### config.mk
export PLATFORM = sky130hd
export DESIGN_NAME = lidar_packet_point_decoder_core
export DESIGN_NICKNAME = d
export VERILOG_FILES = /design/src/design/lppd_pkg.sv /design/src/design/lppd_ctrl.sv /design/src/design/lppd_dp.sv /design/src/design/lidar_packet_point_decoder_core.sv
export SDC_FILE = /design/constraint.sdc
export NUM_CORES = 2
export LEC_CHECK = 0
export BUFFER_PORTS_ARGS = -buffer_cell sky130_fd_sc_hd__buf_2
export CORE_MARGIN = 10
export CORE_UTILIZATION = 56
export DETAILED_ROUTE_END_ITERATION = 16
export PLACE_DENSITY = 0.73
export SLEW_MARGIN = 5
export SYNTH_ARGS = -nofsm -noshare
export SYNTH_HDL_FRONTEND = slang
export SYNTH_SLANG_ARGS = --single-unit
### constraint.sdc
create_clock -name clk -period 9 [get_ports clk]
set_input_delay 0 -clock clk [delete_from_list [all_inputs] [get_ports clk]]
set_output_delay 0 -clock clk [all_outputs]
set_load 0.01 [all_outputs]
### src/design/lppd_pkg.sv
`timescale 1ns / 1ps
// ----------------------------------------------------------------------------
// lppd_pkg
// Shared types and constants of the lidar packet point decoder.
// ----------------------------------------------------------------------------
package lppd_pkg;

  localparam logic [7:0]  HDR_FIRST      = 8'hAA;
  localparam logic [7:0]  HDR_SECOND     = 8'h55;
  localparam logic [14:0] FULL_TURN      = 15'd23040;
  localparam logic [15:0] HALF_TURN      = 16'd11520;
  localparam int          CORDIC_STEPS   = 18;
  localparam int          DIV_STEPS      = 31;
  localparam logic [15:0] MIN_DIST_RESET = 16'd40;

  // Parser phases.
  localparam logic [1:0] PH_HUNT1  = 2'd0;
  localparam logic [1:0] PH_HUNT2  = 2'd1;
  localparam logic [1:0] PH_HEADER = 2'd2;
  localparam logic [1:0] PH_SAMPLE = 2'd3;

  typedef struct packed {
    logic       load;
    logic       iter;
    logic [4:0] iter_idx;
    logic       sum;
    logic       modr;
    logic       emit;
  } lppd_cmd_t;

  typedef struct packed {
    logic hit;
    logic mod_done;
    logic out_free;
  } lppd_status_t;

  // atan(2^-k) in degrees times 16384.
  function automatic logic signed [23:0] atan_step(input logic [4:0] k);
    logic signed [23:0] v;
    case (k)
      5'd0:    v = 24'sd737280;
      5'd1:    v = 24'sd435242;
      5'd2:    v = 24'sd229970;
      5'd3:    v = 24'sd116736;
      5'd4:    v = 24'sd58595;
      5'd5:    v = 24'sd29326;
      5'd6:    v = 24'sd14667;
      5'd7:    v = 24'sd7334;
      5'd8:    v = 24'sd3667;
      5'd9:    v = 24'sd1833;
      5'd10:   v = 24'sd917;
      5'd11:   v = 24'sd458;
      5'd12:   v = 24'sd229;
      5'd13:   v = 24'sd115;
      5'd14:   v = 24'sd57;
      5'd15:   v = 24'sd29;
      5'd16:   v = 24'sd14;
      5'd17:   v = 24'sd7;
      default: v = 24'sd0;
    endcase
    return v;
  endfunction

endpackage

### src/design/lppd_ctrl.sv
`timescale 1ns / 1ps
// ----------------------------------------------------------------------------
// lppd_ctrl
// Sequencer for one point: operand load, shared divide/CORDIC iterations,
// final sum, modulo reduction and handoff to the output register.
// ----------------------------------------------------------------------------
module lppd_ctrl (
  input  logic                   clk,
  input  logic                   rst,
  input  logic                   accept,
  input  lppd_pkg::lppd_status_t status,
  output lppd_pkg::lppd_cmd_t    cmd,
  output logic                   busy
);

  localparam logic [2:0] ST_IDLE = 3'd0;
  localparam logic [2:0] ST_LOAD = 3'd1;
  localparam logic [2:0] ST_ITER = 3'd2;
  localparam logic [2:0] ST_SUM  = 3'd3;
  localparam logic [2:0] ST_MOD  = 3'd4;
  localparam logic [2:0] ST_EMIT = 3'd5;

  localparam logic [4:0] LAST_ITER = 5'(lppd_pkg::DIV_STEPS - 1);

  logic [2:0] state, state_next;
  logic [4:0] iter, iter_next;

  always_comb begin
    state_next = state;
    iter_next  = iter;
    cmd        = '0;
    cmd.iter_idx = iter;
    case (state)
      ST_IDLE: begin
        if (accept && status.hit) begin
          state_next = ST_LOAD;
        end
      end
      ST_LOAD: begin
        cmd.load   = 1'b1;
        iter_next  = '0;
        state_next = ST_ITER;
      end
      ST_ITER: begin
        cmd.iter  = 1'b1;
        iter_next = iter + 5'd1;
        if (iter == LAST_ITER) begin
          state_next = ST_SUM;
        end
      end
      ST_SUM: begin
        cmd.sum    = 1'b1;
        state_next = ST_MOD;
      end
      ST_MOD: begin
        cmd.modr = 1'b1;
        if (status.mod_done) begin
          state_next = ST_EMIT;
        end
      end
      ST_EMIT: begin
        if (status.out_free) begin
          cmd.emit   = 1'b1;
          state_next = ST_IDLE;
        end
      end
      default: state_next = ST_IDLE;
    endcase
  end

  always_ff @(posedge clk) begin
    if (rst) begin
      state <= ST_IDLE;
      iter  <= '0;
    end else begin
      state <= state_next;
      iter  <= iter_next;
    end
  end

  assign busy = (state != ST_IDLE);

endmodule

### src/design/lppd_dp.sv
`timescale 1ns / 1ps
// ----------------------------------------------------------------------------
// lppd_dp
// Byte parser, serial divider, CORDIC unit, modulo reduction and output
// register of the point decoder.
// ----------------------------------------------------------------------------
module lppd_dp (
  input  logic                   clk,
  input  logic                   rst,
  input  logic                   accept,
  input  logic [7:0]             rx_byte,
  input  logic [15:0]            min_distance_raw,
  input  lppd_pkg::lppd_cmd_t    cmd,
  output lppd_pkg::lppd_status_t status,
  input  logic                   out_stall,
  output logic                   out_valid,
  output logic [14:0]            point_angle,
  output logic [15:0]            point_distance,
  output logic                   revolution_wrap,
  output logic                   earlier_wrap_seen
);

  // Parser state.
  logic [1:0]  phase;
  logic [2:0]  hdr_pos;
  logic [1:0]  sub;
  logic [7:0]  idx;
  logic [7:0]  sample_count;
  logic [14:0] start_angle;
  logic [14:0] end_angle;
  logic [7:0]  distance_low;
  logic [14:0] previous_angle;
  logic        wrap_seen;

  // Point operands.
  logic [15:0] raw;
  logic [7:0]  pidx;
  logic        multi;
  logic        neg;
  logic [7:0]  divisor;
  logic [30:0] dvd;
  logic [7:0]  remv;
  logic signed [33:0] cx, cy;
  logic signed [23:0] cz;
  logic [16:0] ang;

  logic [15:0] raw_now;
  logic        last_byte;

  assign raw_now   = {rx_byte, distance_low};
  assign last_byte = (sub == 2'd2) && (idx == sample_count - 8'd1);
  assign status.hit = (phase == lppd_pkg::PH_SAMPLE) && (sub == 2'd1)
                      && (raw_now > min_distance_raw);

  always_ff @(posedge clk) begin
    if (rst) begin
      phase          <= lppd_pkg::PH_HUNT1;
      hdr_pos        <= '0;
      sub            <= '0;
      idx            <= '0;
      sample_count   <= '0;
      start_angle    <= '0;
      end_angle      <= '0;
      distance_low   <= '0;
    end else if (accept) begin
      case (phase)
        lppd_pkg::PH_HUNT1: begin
          if (rx_byte == lppd_pkg::HDR_FIRST) begin
            phase <= lppd_pkg::PH_HUNT2;
          end
        end
        lppd_pkg::PH_HUNT2: begin
          if (rx_byte == lppd_pkg::HDR_SECOND) begin
            phase   <= lppd_pkg::PH_HEADER;
            hdr_pos <= 3'd2;
          end else if (rx_byte != lppd_pkg::HDR_FIRST) begin
            phase <= lppd_pkg::PH_HUNT1;
          end
        end
        lppd_pkg::PH_HEADER: begin
          case (hdr_pos)
            3'd3:         sample_count <= rx_byte;
            3'd4, 3'd6:   distance_low <= rx_byte;
            3'd5:         start_angle  <= raw_now[15:1];
            3'd7:         end_angle    <= raw_now[15:1];
            default:      ;
          endcase
          if (hdr_pos == 3'd7) begin
            phase <= (sample_count == 8'd0) ? lppd_pkg::PH_HUNT1 : lppd_pkg::PH_SAMPLE;
            sub   <= '0;
            idx   <= '0;
          end else begin
            hdr_pos <= hdr_pos + 3'd1;
          end
        end
        default: begin
          if (sub == 2'd0) begin
            distance_low <= rx_byte;
          end
          if (last_byte) begin
            phase <= lppd_pkg::PH_HUNT1;
          end else if (sub == 2'd2) begin
            sub <= '0;
            idx <= idx + 8'd1;
          end else begin
            sub <= sub + 2'd1;
          end
        end
      endcase
    end
  end

  // Operand capture at the distance high byte.
  always_ff @(posedge clk) begin
    if (accept && status.hit) begin
      raw  <= raw_now;
      pidx <= idx;
    end
  end

  // Load: span times sample index, and CORDIC start vector.
  logic signed [16:0] diff_raw, diff;
  logic signed [25:0] prod;
  logic [25:0]        prod_mag;
  logic signed [33:0] raw_s;

  assign diff_raw = $signed({2'b00, end_angle}) - $signed({2'b00, start_angle});
  assign diff     = diff_raw[16] ? diff_raw + $signed({2'b00, lppd_pkg::FULL_TURN})
                                 : diff_raw;
  assign prod     = $signed(26'(diff)) * $signed(26'({1'b0, pidx}));
  assign prod_mag = prod[25] ? 26'(-prod) : prod;
  assign raw_s    = $signed({18'd0, raw});

  // Shared iteration datapath.
  logic [8:0]         trial;
  logic               qbit;
  logic signed [33:0] xsh, ysh;
  logic [4:0]         k;

  assign k     = cmd.iter_idx;
  assign trial = {remv, dvd[30]};
  assign qbit  = (trial >= {1'b0, divisor});
  assign xsh   = cx >>> k;
  assign ysh   = cy >>> k;

  // Sum of base angle, interpolation and correction.
  logic signed [26:0] q_s, total;
  logic [25:0]        q_mag;

  assign q_mag = dvd[25:0] + {25'd0, (remv != 8'd0) && neg};
  assign q_s   = !multi ? 27'sd0 : (neg ? -$signed({1'b0, q_mag}) : $signed({1'b0, q_mag}));
  assign total = $signed({4'd0, start_angle, 8'd0}) + q_s + 27'(cz)
                 + 27'sd5898368;

  assign status.mod_done = (ang < {2'b00, lppd_pkg::FULL_TURN});

  always_ff @(posedge clk) begin
    if (cmd.load) begin
      neg     <= prod[25];
      multi   <= (sample_count > 8'd1);
      divisor <= sample_count - 8'd1;
      dvd     <= {prod_mag[22:0], 8'd0};
      remv    <= '0;
      cx      <= 34'sd15530 * raw_s;
      cy      <= 34'sd218 * (34'sd6212 - 34'sd10 * raw_s);
      cz      <= '0;
    end else if (cmd.iter) begin
      remv <= qbit ? 8'(trial - {1'b0, divisor}) : trial[7:0];
      dvd  <= {dvd[29:0], qbit};
      if (k < 5'(lppd_pkg::CORDIC_STEPS)) begin
        if (!cy[33]) begin
          cx <= cx + ysh;
          cy <= cy - xsh;
          cz <= cz + lppd_pkg::atan_step(k);
        end else begin
          cx <= cx - ysh;
          cy <= cy + xsh;
          cz <= cz - lppd_pkg::atan_step(k);
        end
      end
    end
    if (cmd.sum) begin
      ang <= total[24:8];
    end else if (cmd.modr && !status.mod_done) begin
      ang <= ang - {2'b00, lppd_pkg::FULL_TURN};
    end
  end

  // Output register and revolution tracking.
  logic wrap;
  assign wrap = ({1'b0, previous_angle} > ({1'b0, ang[14:0]} + lppd_pkg::HALF_TURN));
  assign status.out_free = !out_valid || !out_stall;

  always_ff @(posedge clk) begin
    if (rst) begin
      out_valid      <= 1'b0;
      previous_angle <= '0;
      wrap_seen      <= 1'b0;
    end else begin
      if (cmd.emit) begin
        out_valid      <= 1'b1;
        previous_angle <= ang[14:0];
        if (wrap) begin
          wrap_seen <= 1'b1;
        end
      end else if (out_valid && !out_stall) begin
        out_valid <= 1'b0;
      end
    end
  end

  always_ff @(posedge clk) begin
    if (cmd.emit) begin
      point_angle       <= ang[14:0];
      point_distance    <= raw;
      revolution_wrap   <= wrap;
      earlier_wrap_seen <= wrap && wrap_seen;
    end
  end

endmodule

### src/design/lidar_packet_point_decoder_core.sv
`timescale 1ns / 1ps
// ----------------------------------------------------------------------------
// lidar_packet_point_decoder_core
// Decodes a lidar serial byte stream into corrected scan points.
// ----------------------------------------------------------------------------
// One received byte is one input transfer. Bytes that produce no point are
// taken without stalling the input. The distance high byte of a sample whose raw
// distance exceeds min_distance_raw starts a point computation, and the input
// holds stall through the load step, the iterations of the bit-serial
// divider that interpolates the sample angle (the 18-step CORDIC for the
// distance correction runs alongside it), the sum step, the modulo
// reduction and the handoff of the point to the output register. The
// output register parts both sides, so a finished point may wait for its
// transfer while later bytes are parsed; a next point waits only if the
// previous one has still not been taken. Angles are in 1/64 degree, 0..23039.
// Register min_distance_raw sits at byte address 0 of the APB port.
// ----------------------------------------------------------------------------
module lidar_packet_point_decoder_core (
  input  logic        clk,
  input  logic        rst,
  input  logic        psel,
  input  logic        penable,
  input  logic        pwrite,
  input  logic [2:0]  paddr,
  input  logic [31:0] pwdata,
  output logic [31:0] prdata,
  output logic        pready,
  input  logic        in_valid,
  output logic        in_stall,
  input  logic [7:0]  rx_byte,
  output logic        out_valid,
  input  logic        out_stall,
  output logic [14:0] point_angle,
  output logic [15:0] point_distance,
  output logic        revolution_wrap,
  output logic        earlier_wrap_seen
);

  logic [15:0]            min_distance_raw;
  logic                   accept;
  logic                   busy;
  lppd_pkg::lppd_cmd_t    cmd;
  lppd_pkg::lppd_status_t status;

  // Configuration register; only the first word is decoded.
  assign pready = 1'b1;
  assign prdata = (paddr[2] == 1'b0) ? {16'd0, min_distance_raw} : 32'd0;

  always_ff @(posedge clk) begin
    if (rst) begin
      min_distance_raw <= lppd_pkg::MIN_DIST_RESET;
    end else if (psel && penable && pwrite && (paddr[2] == 1'b0)) begin
      min_distance_raw <= pwdata[15:0];
    end
  end

  // The parser only moves while the sequencer is idle.
  assign in_stall = busy;
  assign accept   = in_valid && !in_stall;

  lppd_ctrl u_ctrl (
    .clk    (clk),
    .rst    (rst),
    .accept (accept),
    .status (status),
    .cmd    (cmd),
    .busy   (busy)
  );

  lppd_dp u_dp (
    .clk               (clk),
    .rst               (rst),
    .accept            (accept),
    .rx_byte           (rx_byte),
    .min_distance_raw  (min_distance_raw),
    .cmd               (cmd),
    .status            (status),
    .out_stall         (out_stall),
    .out_valid         (out_valid),
    .point_angle       (point_angle),
    .point_distance    (point_distance),
    .revolution_wrap   (revolution_wrap),
    .earlier_wrap_seen (earlier_wrap_seen)
  );

endmodule

Yosys cells after proc, flatten, opt, wreduce, memory -nomap -nowiden
Memory sizes are Yosys's and may differ from the RTL's. A register that Yosys moved wholly into a read port is not among the register bits.
Cells that the tools add are included.
Storage, ports and cells
  output and inout bits: 68
  bits of input ports: 50
  ROM bits: 1280
  memories kept: 2
  logic and storage cells: 214
  register bits after elaboration: 317
Cells by class
  multipliers: 4
  equality and inequality tests: 31
  reduce and logical (&&, ||, !) cells: 46
  $add $sub $neg: 23
  bitwise logic cells: 2
  $lt $le $gt $ge: 6
  shift-type cells: 2
  muxes and demuxes: 66
Memories
  (no name shown): words 32, width 20, read ports 1, clocked after Yosys merged registers in 1, wr ports 0, line lppd_pkg.sv:40  | case (k)
  (no name shown): words 32, width 20, read ports 1, clocked after Yosys merged registers in 1, wr ports 0, line lppd_pkg.sv:40
Operator list (number)
  2-to-1 mux 34 bit: 8
  2-to-1 mux 24 bit: 9
  adder 34 bit: 2
  >>> shifter 34 x 5 -> 34 bit: 2
  subtractor 34 bit: 2
  2-to-1 mux 31 bit: 2
  2-to-1 mux 17 bit: 3
  2-to-1 mux 25 bit: 2
  2-to-1 mux 8 bit: 6
  multiplier 8 x 34 -> 33 bit (first input constant): 1
  subtractor 14 x 34 -> 34 bit (first input constant): 1
  one-hot mux 8 bit (2 select lines): 2
  multiplier 13 x 16 -> 29 bit (first input constant): 1
  multiplier 17 x 9 -> 26 bit: 1
  adder 24 x 25 -> 25 bit: 1
  adder 25 x 1 -> 25 bit: 1
  adder 25 x 24 -> 25 bit: 1
  adder 25 x 24 -> 25 bit (second input constant): 1
  negator 25 bit: 1
  adder 24 bit: 1
  subtractor 24 bit: 1
  2-to-1 mux 23 bit: 1
  negator 23 bit: 1
  2-to-1 mux 5 bit: 4
  other kinds (55): 125

Logic depth before layout (Yosys ltp)
  depth in word-level cells: 10
  depth in mapped cells: 34
  mapped depth without buffers: 34

Hierarchy
From an unflattened synthesis, not the netlist that was laid out.
Second synthesis, totals
  cell total of the unflattened synthesis: 4576
  area total of the unflattened synthesis: 41339.6 um^2
By module, submodules not included
  lppd_dp: cells an instance 4417, area each 39885.8 um^2, times used 1, sequential area each 7597.3 um^2
  lidar_packet_point_decoder_core: cells an instance 107, area each 983.4 um^2, times used 1, sequential area each 320.3 um^2
  lppd_ctrl: cells an instance 52, area each 470.5 um^2, times used 1, sequential area each 160.2 um^2

Worst setup path after synthesis
OpenSTA, ideal clock, no wires.
  path kind: register -> register
  start point: register u_dp.raw[1]
  end point: register u_dp.cy[32], data pin
  required time: 8.726 ns
  buffers on the path: 0
  period minus slack after synthesis: 7.865 ns
  arrival time: 7.591 ns
  setup time: 0.274 ns
  cell stages (with the launch flop): 30
  slack: 1.135 ns
  cell sequence: edfxtp_1 -> ha_1 -> ha_1 -> inv_1 -> fa_1 -> nor2b_1 -> o31a_1 -> a21oi_1 -> or3_1 -> nor3_1 -> nor2_1 -> a21oi_1 -> nor3b_1 -> o211ai_1 -> o221ai_1 -> xnor2_1 -> ha_1 -> fa_1 -> fa_1 -> fa_1 -> ha_1 -> a21oi_1 -> o21ai_0 -> a221oi_1 -> o21ai_0 -> a21o_1 -> a21o_1 -> a31oi_1 -> xor2_1 -> o22ai_1
On the way
  longest elaborated chain between the ends: 4
RTL lines
  start, declared: line lppd_dp.sv:36  | logic [15:0] raw;
  start signal, assigned: line lppd_dp.sv:116  | raw <= raw_now;
  multiplier 3 x 16 -> 19 bit: line lppd_dp.sv:165  | cy <= 34'sd218 * (34'sd6212 - 34'sd10 * raw_s);
  subtractor 14 x 34 -> 34 bit: line lppd_dp.sv:165
  multiplier 8 x 34 -> 33 bit: line lppd_dp.sv:165
  2-to-1 mux 34 bit: line lppd_dp.sv:158  | if (cmd.load) begin
  end signal, assigned: line lppd_dp.sv:165
  end signal, assigned: line lppd_dp.sv:173  | cy <= cy - xsh;
  end signal, assigned: line lppd_dp.sv:177  | cy <= cy + xsh;
  end, declared: line lppd_dp.sv:43  | logic signed [33:0] cx, cy;
No other way between the ends.
A chain may end at the register's enable or synchronous reset.

Worst setup path after layout
  start point: register u_dp.start_angle[0]
  end point: register u_dp.dvd[29], data pin
On the way
  elaborated cells between the ends (all ways): 7
  classes of those cells: add/sub (3); mul (1); mux (3)
RTL lines
  start, declared: line lppd_dp.sv:29  | logic [14:0] start_angle;
  start signal, assigned: line lppd_dp.sv:84  | 3'd5: start_angle <= raw_now[15:1];
  subtractor 15 x 15 -> 16 bit *: line lppd_dp.sv:127  | assign diff_raw = $signed({2'b00, end_angle}) - $signed({2'b00, start_angle});
  adder 17 x 16 -> 17 bit: line lppd_dp.sv:128  | assign diff = diff_raw[16] ? diff_raw + $signed({2'b00, lppd_pkg::FULL_TURN})
  2-to-1 mux 17 bit *: line lppd_dp.sv:128
  multiplier 17 x 9 -> 26 bit *: line lppd_dp.sv:130  | assign prod = $signed(26'(diff)) * $signed(26'({1'b0, pidx}));
  via u_dp.prod[25]: line lppd_dp.sv:123  | logic signed [25:0] prod;
  2-to-1 mux 23 bit *: line lppd_dp.sv:131  | assign prod_mag = prod[25] ? 26'(-prod) : prod;
  2-to-1 mux 31 bit *: line lppd_dp.sv:158
  end signal, assigned: line lppd_dp.sv:162  | dvd <= {prod_mag[22:0], 8'd0};
  end signal, assigned: line lppd_dp.sv:169  | dvd <= {dvd[29:0], qbit};
  end, declared: line lppd_dp.sv:41  | logic [30:0] dvd;
Mark *: on every way through the listed nets, which the timed path passes. The rest lies on a longest branch.

==> results.json <==
{
  "status": "complete, no violations",
  "rsz0062_at_grt": "false",
  "ys_types": 109,
  "finalHoldViolations": 0,
  "htreeDepth": 2,
  "syn_inst": 4703,
  "grt_pass1_vias": 34500,
  "core_sq_um": 74400,
  "tightest_slew_ns": 1.19,
  "max_stage_delay_ns": 0.55,
  "synth-edff-count": 173,
  "place_hpwl_mm": 90.0,
  "post_drt_wl_per_cell_um": 20.2,
  "synth.cell_area_sq_um": 42100,
  "drive_above_1_share": 0.0791,
  "fmax_mhz": 120,
  "async_flop_share": 0,
  "cts_buffers": 42,
  "final_nets": 5501,
  "fillers": 6482,
  "mostFrequentLayoutCells": "inv_1, ha_1, nand2_1, a21oi_1, nor2_1",
  "clkSinkCount": 337,
  "fin_skew_ns": 0.0196,
  "seq_area_frac_synth": 0.202,
  "fin_crit_ns": 8.34,
  "synth_top_area_cell": "ha_1",
  "numPortBuffers": 82,
  "diodes": 0,
  "finalCritPeriodShare": 0.927,
  "worstSetupStartpointType": "flip-flop",
  "grt_max_degree": 71,
  "relSlewSlack": 0.203,
  "finalPower_mw": 6.97,
  "postRouteWirelength_mm": 116,
  "ys.flop_type": "edfxtp_1",
  "cts_max_path_buffers": 3,
  "drv_slew": 0,
  "drc": 0,
  "firstDrtPassIters": 6,
  "setup_tns_ns": 0,
  "setup-violations-final": 0,
  "gp_congestion": 0.998,
  "clk_latency_ns": 0.57,
  "crit_top_cell": "fa_1",
  "multiInputGateArea_sq_um": 31000,
  "dieArea_sq_um": 86500,
  "grt_usage": 0.267,
  "hold_class": "input pin to flip-flop",
  "syn2layout_area_growth_pct": 6.60,
  "vias": 35100,
  "synth_area_per_cell_sq_um": 8.94,
  "cts-root-buf": "clkbuf_16",
  "place_area_sq_um": 43100,
  "antenna_found_initial": 2,
  "cap_violations": 0,
  "vias_per_cell": 6.14,
  "crit_slowest_cell": "xnor2_1",
  "irDropWorstVdd_mv": 0.165,
  "start_util": 0.565,
  "io_pins": 118,
  "worst-setup-path-type": "flip-flop to flip-flop",
  "p_per_area_nw_per_um2": 156,
  "final_util": 0.602,
  "final_area_sq_um": 44800,
  "die_w_um": 294,
  "cp.arrival_ns": 8.64,
  "p_leak_nw": 19.3,
  "yosys_warnings": 0,
  "grt_pass1_wl_mm": 187,
  "drtIter0Drc": 3287,
  "grt_overflow": 0,
  "ant_nets": 0,
  "fp.dieH_um": 294,
  "clk_pin_slew_worst_paths_ns": 0.06,
  "synth_area_leaders": "ha_1, fa_1, edfxtp_1",
  "worst-path-max-fanout": 15,
  "yosys.area.top_type_share": 0.135,
  "crit_path_end_kind": "flip-flop",
  "num_rows": 100,
  "ys_ff_latch": 337,
  "cts_tree": "built",
  "worstPathRequired_ns": 9.30,
  "regArea_sq_um": 8490
}
-- state kept, by name, indices dropped and copies added (netlist names), 15 cells and up, named ones only --
signal               cells
u_dp.cx                 34
u_dp.cy                 34
u_dp.dvd                31
u_dp.cz                 24
u_dp.ang                17
min_distance_raw        16
u_dp.point_distance     16
u_dp.raw                16
u_dp.end_angle          15
u_dp.point_angle        15
u_dp.previous_angle     15
u_dp.start_angle        15
-- metal layers --
layer / up-vias / wire length, um / global-route usage
met3: 193 / 10100 / 0.0531
met2: 1401 / 51300 / 0.414
li1: 16500 / - / -
met1: 17000 / 51100 / 0.373
met4: 0 / 3200 / 0.0748
met5: - / 0 / 0
-- synth_stat cells, types with 104 or more instances --
master    number
xor2_1       147
xnor2_1      227
nand2_1      452
clkbuf_1     120
a21oi_1      336
fa_1         280
nand3_1      104
edfxtp_1     173
o21ai_0      203
ha_1         453
inv_1        454
dfxtp_1      164
nor2_1       310
-- final timing paths --
| check | start | endpoint | slack (ns) | cells past startpoint |
|---|---|---|---|---|
| worst max-delay path | u_dp.start_angle[0] | u_dp.dvd[29] | 0.66 | 32 |
| worst min-delay path | penable | min_distance_raw[2] | 0.17 | 4 |
| worst max register to register | u_dp.start_angle[0] | u_dp.dvd[29] | 0.66 | 32 |
| worst min register to register | min_distance_raw[2] | min_distance_raw[2] | 0.45 | 2 |
-- where the power goes --
group / switching [mW] / internal [mW] / total [mW]
Clock: 0.696 / 1.04 / 1.74
Combinational: 1.83 / 1.40 / 3.23
Sequential: 0.239 / 1.77 / 2.01
Total: 2.77 / 4.21 / 6.97
-- cell type report --
class                   count  area share
flip-flops and latches    337       0.189
well taps                 969      0.0270
clock buffers              55      0.0257
inverters                 461      0.0386
multi-input cells        3723       0.691
clock inverters            22     0.00527
repair buffers            153      0.0226
-- stage by stage --
stage          instances  setup WS [ns]  hold WS [ns]
6_report            5720          0.661         0.174
4_1_cts             5718          0.438         0.145
3_3_place_gp        5614          0.649         0.205
2_1_floorplan       4718           1.13        0.0989
3_5_place_dp        5614          0.441         0.208
5_1_grt             5720        0.00706         0.187
-- critical path, delay by kind of cell, from the launching register on --
kind / cells / cell delay, ns
xor gates and xnor gates: 4 / 1.07
adders and majority gates: 7 / 3.02
and+or+nand+nor: 5 / 0.70
DFF: 1 / 0.37
buffers and inverters: 5 / 0.53
AOI/OAI and AO/OA: 11 / 2.38
-- timing repair --
item                                   4_1_cts  5_1_grt
endpoints found under the hold margin       68        0
setup buffers                                0        2
setup endpoints to repair                    0       18
hold buffers                                27        0
gates resized for setup                      0        7
-- cell families after synthesis --
logic type,after synthesis,synth area share
flip-flops,337,0.202
AND/OR/NAND/NOR,1361,0.157
buffers and inverters,658,0.0641
multiplexers,194,0.0755
adder cells (fa/ha/maj),733,0.268
AO/OA/AOI/OAI,1043,0.156
XOR/XNOR,375,0.0783
other,2,0.000179
Power figures use the tool's default switching activity.
